==> src/tcce_pkg.sv <==
// Shared types and constants of the text console character engine.
// Holds the beat structs of both channels, request kinds and byte codes.
// Depends on nothing.
`default_nettype none

package tcce_pkg;

    localparam logic [1:0] KIND_PUT    = 2'd0;
    localparam logic [1:0] KIND_READ   = 2'd1;
    localparam logic [1:0] KIND_CLEAR  = 2'd2;
    localparam logic [1:0] KIND_CURSOR = 2'd3;

    localparam logic [7:0] CHAR_SPACE  = 8'h20;
    localparam logic [7:0] CHAR_DOLLAR = 8'h24;
    localparam logic [7:0] CHAR_LF     = 8'h0A;
    localparam logic [7:0] CHAR_CR     = 8'h0D;
    localparam logic [7:0] CHAR_TAB    = 8'h09;
    localparam logic [7:0] CHAR_BS     = 8'h08;

    localparam logic [7:0] UTF8_CONT_MASK  = 8'hC0;
    localparam logic [7:0] UTF8_CONT       = 8'h80;
    localparam logic [7:0] UTF8_LEAD2_MASK = 8'hE0;
    localparam logic [7:0] UTF8_LEAD2      = 8'hC0;
    localparam logic [7:0] UTF8_LEAD3_MASK = 8'hF0;
    localparam logic [7:0] UTF8_LEAD3      = 8'hE0;
    localparam logic [7:0] UTF8_LEAD4_MASK = 8'hF8;
    localparam logic [7:0] UTF8_LEAD4      = 8'hF0;

    localparam logic [7:0] ATTR_RESET = 8'h07;

    localparam int         APB_AW   = 3;
    localparam logic [0:0] REG_ATTR = 1'b0;

    typedef enum logic [2:0] {
        OP_NONE  = 3'd0,
        OP_LF    = 3'd1,
        OP_CR    = 3'd2,
        OP_TAB   = 3'd3,
        OP_BS    = 3'd4,
        OP_PRINT = 3'd5
    } byte_op_t;

    typedef struct packed {
        logic [1:0]        kind;
        logic [7:0]        data_byte;
        logic [10:0]       cell_index;
        logic signed [7:0] req_row;
        logic signed [7:0] req_col;
    } in_beat_t;

    typedef struct packed {
        logic [4:0]  cursor_row;
        logic [6:0]  cursor_col;
        logic [10:0] cursor_pos;
        logic [15:0] read_cell;
        logic        cell_written;
        logic [10:0] written_index;
        logic [15:0] written_value;
        logic        scrolled;
        logic        byte_dropped;
    } out_beat_t;

    typedef struct packed {
        logic       drop;
        logic [1:0] pending_next;
        byte_op_t   op;
        logic [7:0] ch;
    } filt_t;

endpackage

`default_nettype wire

==> src/tcce_utf8_filter.sv <==
// UTF-8 filter and control byte decode for the put byte request.
// Depends on tcce_pkg for byte codes and the filt_t result struct.
`default_nettype none

module tcce_utf8_filter (
    input  wire logic [7:0]   data_byte,
    input  wire logic [1:0]   pending,
    output tcce_pkg::filt_t   filt
);

    always_comb begin
        filt.drop         = 1'b0;
        filt.pending_next = 2'd0;
        filt.op           = tcce_pkg::OP_NONE;
        filt.ch           = data_byte;
        if (pending != 2'd0) begin
            filt.drop = 1'b1;
            if ((data_byte & tcce_pkg::UTF8_CONT_MASK) == tcce_pkg::UTF8_CONT) begin
                filt.pending_next = pending - 2'd1;
            end
        end else if (data_byte[7]) begin
            filt.op = tcce_pkg::OP_PRINT;
            filt.ch = tcce_pkg::CHAR_DOLLAR;
            if ((data_byte & tcce_pkg::UTF8_LEAD2_MASK) == tcce_pkg::UTF8_LEAD2) begin
                filt.pending_next = 2'd1;
            end else if ((data_byte & tcce_pkg::UTF8_LEAD3_MASK) == tcce_pkg::UTF8_LEAD3) begin
                filt.pending_next = 2'd2;
            end else if ((data_byte & tcce_pkg::UTF8_LEAD4_MASK) == tcce_pkg::UTF8_LEAD4) begin
                filt.pending_next = 2'd3;
            end else begin
                filt.drop = 1'b1;
                filt.op   = tcce_pkg::OP_NONE;
                filt.ch   = data_byte;
            end
        end else begin
            case (data_byte)
                tcce_pkg::CHAR_LF:  filt.op = tcce_pkg::OP_LF;
                tcce_pkg::CHAR_CR:  filt.op = tcce_pkg::OP_CR;
                tcce_pkg::CHAR_TAB: filt.op = tcce_pkg::OP_TAB;
                tcce_pkg::CHAR_BS:  filt.op = tcce_pkg::OP_BS;
                default:            filt.op = tcce_pkg::OP_PRINT;
            endcase
        end
    end

endmodule

`default_nettype wire

==> config.mk <==
export PLATFORM = sky130hd
export DESIGN_NAME = tcce_utf8_filter
export DESIGN_NICKNAME = d
export VERILOG_FILES = /design/src/tcce_pkg.sv /design/src/tcce_utf8_filter.sv
export SDC_FILE = /design/constraint.sdc
export NUM_CORES = 1
export LEC_CHECK = 0
export ABC_CLOCK_PERIOD_IN_PS = 1370
export BUFFER_PORTS_ARGS = -buffer_cell sky130_fd_sc_hd__buf_2
export CAP_MARGIN = 20
export CORE_AREA = 2 2 39 41
export DETAILED_ROUTE_END_ITERATION = 16
export DIE_AREA = 0 0 41 43
export SYNTH_ARGS = -nofsm -noshare
export SYNTH_HDL_FRONTEND = slang
export SYNTH_SLANG_ARGS = --single-unit
==> constraint.sdc <==
create_clock -name vclk -period 1.37
set_input_delay 0.274 -clock vclk [all_inputs]
set_output_delay 0.274 -clock vclk [all_outputs]
set_load 0.02 [all_outputs]
---- Word-level counts from Yosys, hierarchy flattened ----
Index checks and enable logic that the tools add are counted.
word-level totals
  bits in registers ....................... 0
  bits of input ports ..................... 10
  output and inout port bits .............. 14
  logic and storage cells ................. 26
operators by class
  $add $sub $neg .......................... 1
  equality and inequality tests ........... 8
  mux-type cells .......................... 16
  reduce and logical (&&, ||, !) cells .... 1
operators with widths
  operator               number
  $mux W11               4
  $eq A8 B4 Y1 const B   4
  $pmux W3 S4            1
  $mux W3                3
  $mux W2                4
  $mux W8                1
  $eq A5 B5 Y1 const B   1
  $eq A4 B4 Y1 const B   1
  $eq A3 B3 Y1 const B   1
  $mux W1                3
  $eq A2 B2 Y1 const B   1
  $reduce_bool A2 Y1     1
  $sub A2 B1 Y2 const B  1

---- Longest topological paths before layout ----
  depth after elaboration ................. 6
  depth in mapped cells ................... 6
  gate-level depth less buffers ........... 5

---- Worst setup path before layout ----
Ideal clock, no wire load.
  path kind ............................... input to output
  start ................................... in pending[0]
  end ..................................... out filt[4] in the netlist's numbering
  arrival ................................. 1191 ps
  required time ........................... 1096 ps
  setup slack ............................. -95 ps
  stages on the path ...................... 5
  path buffers ............................ 1
  path through ............................ inv_1 ha_1 and3_1 buf_4 a21oi_1
RTL lines
  item         line                   source
  from (decl)  tcce_utf8_filter.sv:7  input wire logic [1:0] pending,
  to (decl)    tcce_utf8_filter.sv:8  output tcce_pkg::filt_t filt

==> results.sh <==
export IMPL_postLayoutCoreUtil_pct=44.0
export IMPL_fin_setup_tns_ns=-0.0767
export IMPL_cp_required_ns=1.10
export IMPL_synth_compound_area_share_pct=24.5
export IMPL_avgSynthCellArea_um2=6.53
export IMPL_fmax_ghz=0.722
export IMPL_pre_cts_slack_ns=-0.237
export IMPL_leakage_nw=0.291
export IMPL_violations="setup timing"
export IMPL_area_delta_synth_final_pct=159
export IMPL_slowest_stage="and3_4"
export IMPL_via_per_inst=4.45
export IMPL_start_util_pct=17.0
export IMPL_p_sw_mw=0.0958
export IMPL_final_min_clock_period_ns=1.38
export IMPL_setup_viol_count_final=8
export IMPL_max_stage_delay_ns=0.19
export IMPL_die_width_um=41
export IMPL_fin_crit_sh_pct=101
export IMPL_grt_max_degree=7
export IMPL_grt_antenna_before_repair=0
export IMPL_setup_ws_ns=-0.0147
export IMPL_wl_per_cell_um=9.92
export IMPL_yosys_area_share_simple_pct=53.7
export IMPL_clock_power_share_pct=0
export IMPL_yosysWarnings=0
export IMPL_seq_cells=0
export IMPL_p_sw_share_pct=47.1
export IMPL_insertedDiodeCount=0
export IMPL_cp_start_kind="input pin"
export IMPL_cp_common_cell="buf_6"
export IMPL_nNetsFinal=80
export IMPL_comb_power_share_pct=100.0
export IMPL_hp_start="data_byte[6]"
export IMPL_powerDensity_mw_per_mm2=334
export IMPL_dieHeight_um=43
export IMPL_nClkBuffers=0
export IMPL_ctsHoldBuffers=0
export IMPL_drt_iter0_markers=4
export IMPL_via_count=369
export IMPL_crit_path_max_fanout=5
export IMPL_hold_depth=3
export IMPL_slew_viol_final=0
export IMPL_post_dp_hpwl_um=633
export IMPL_end_kind="primary output"
export IMPL_routabilityCongestion=0.751
export IMPL_whs_endpoint="filt[6]"
export IMPL_relSlewSlack_pct=86.2
export IMPL_drive_gt1_share_pct=77.6
export IMPL_min_delay_path_class="input pin to primary output"
export IMPL_critPathTopFamily="buffers and inverters"
export IMPL_seqCellArea_um2=0
export IMPL_critPathArrivalTime_ns=1.11
export IMPL_status="finished with violations"
export IMPL_drv_cap=0
export IMPL_p_int_mw=0.107
export IMPL_hold_viol=0
export IMPL_muxShareOfSynthArea_pct=4.79
export IMPL_port_buffers=24
export IMPL_gr_total_overflow=0
export IMPL_seq_area_frac_synth_pct=0
export IMPL_drt_pre_antenna_iters=4
export IMPL_syn_inst=36
export IMPL_grt_pass1_vias=287
export IMPL_ant_nets=0
export IMPL_tightest_slew_ns=0.206
export IMPL_synth_top_family_by_area="simple AND/OR/NAND/NOR gates"
export IMPL_seqPwrFrac_pct=0
export IMPL_grtUsageTotal_pct=9.39
export IMPL_num_rows=14
export IMPL_dieArea_mm2=0.00176
export IMPL_ys_types=23
export IMPL_synth_adder_area_share_pct=5.32
export IMPL_pin_count=24
export IMPL_synth_fp_nets=47
export IMPL_holdWs_ns=0.854
export IMPL_max_vdd_ir_drop_uv=97.4
export IMPL_synthXorXnorAreaFrac_pct=3.72
export IMPL_core_area_mm2=0.00138
export IMPL_crit_chain="buf_8, inv_4, ha_4, and3_4, buf_6, a21oi_4, buf_6"
export IMPL_drc=0
export IMPL_synthTopCellsByArea="and2_1 11%, a21oi_1 6.4%, nand2_1 6.4%"
export IMPL_critical_path_class="input pin to primary output"
export IMPL_yosysTopAreaCellShare_pct=10.6
export IMPL_crit_buf_inv=4
export IMPL_rsz0062_at_grt="yes"
export IMPL_yosys_area_top_type="and2_1"
export IMPL_syn_area_um2=235
export IMPL_totalWireLength_um=823
export IMPL_grt_pass1_wl_um=1280
## power by group through the flow
stage / Combinational (mW) / Sequential [mW] / Clock [mW]
2_1_floorplan: 0.0819 / 0 / 0
3_3_place_gp: 0.143 / 0 / 0
3_5_place_dp: 0.144 / 0 / 0
4_1_cts: 0.175 / 0 / 0
5_1_grt: 0.218 / 0 / 0
6_report: 0.203 / 0 / 0
## cells in the final DEF, fill, tap and decap left out, drive strengths merged, types with 2 or more instances in the layout
master   n
nor2     3
a21oi    3
o21ai    2
nand3    2
nand2    5
and2     4
nand2b   2
inv      3
buf     31
## per-layer routing
metal | GRT usage (%) | up-vias | wire length (um)
met5 | 0 | - | 0
met4 | 0 | 0 | 0
met3 | 0 | 0 | 48
met2 | 15.6 | 12 | 456
met1 | 13.9 | 171 | 318
li1 | - | 186 | -
## synthesized netlist by cell type, drive strengths merged
library cell / count
inv: 3
a21oi: 3
and2: 4
buf: 1
nand3: 2
or2: 1
nor2: 3
o2bb2ai: 1
nand2b: 2
and3: 1
a31oi: 1
and4b: 1
xor2: 1
o21ai: 2
nor4: 1
nand2: 5
a21boi: 1
ha: 1
nor2b: 1
mux2: 1
## logic make-up (layout without fill, tap and decap cells)
group | after synthesis | after routing
simple gates | 21 | 21
compound gates | 8 | 8
buf+inv | 4 | 35
fa+ha+maj | 1 | 1
xor+xnor | 1 | 1
mux | 1 | 1
## timing repair
item,4_1_cts,5_1_grt
setup buffers,0,2
hold endpoints to repair,0,0
setup endpoints to repair,14,14
pin swaps,6,5
cloned,0,0
resized for setup,27,19
## final cells by class
class              count  area, um^2
fillers              142         774
multi-input cells     32         290
repair buffers        32         283
well taps             16        20.0
inverters              3        16.3
## how the worst max path moves through the flow
stage,startpoint,endpoint,slack (ns),cells after the start
after floorplan,pending[0],filt[10],-0.09,5
after global placement,pending[0],filt[0],-0.23,7
after detailed placement,pending[0],filt[1],-0.24,7
after CTS,pending[1],filt[1],-0.02,7
after global routing,pending[0],filt[3],-0.07,7
final,pending[0],filt[4],-0.01,7
## through the flow
| stage | power [mW] | area (um^2) | cells |
|---|---|---|---|
| 4_1_cts | 0.175 | 520 | 81 |
| 6_report | 0.203 | 609 | 83 |
| 3_3_place_gp | 0.143 | 429 | 81 |
| 3_5_place_dp | 0.144 | 429 | 81 |
| 5_1_grt | 0.218 | 609 | 83 |
| 2_1_floorplan | 0.0819 | 251 | 36 |
(Power assumes the default switching activity.)
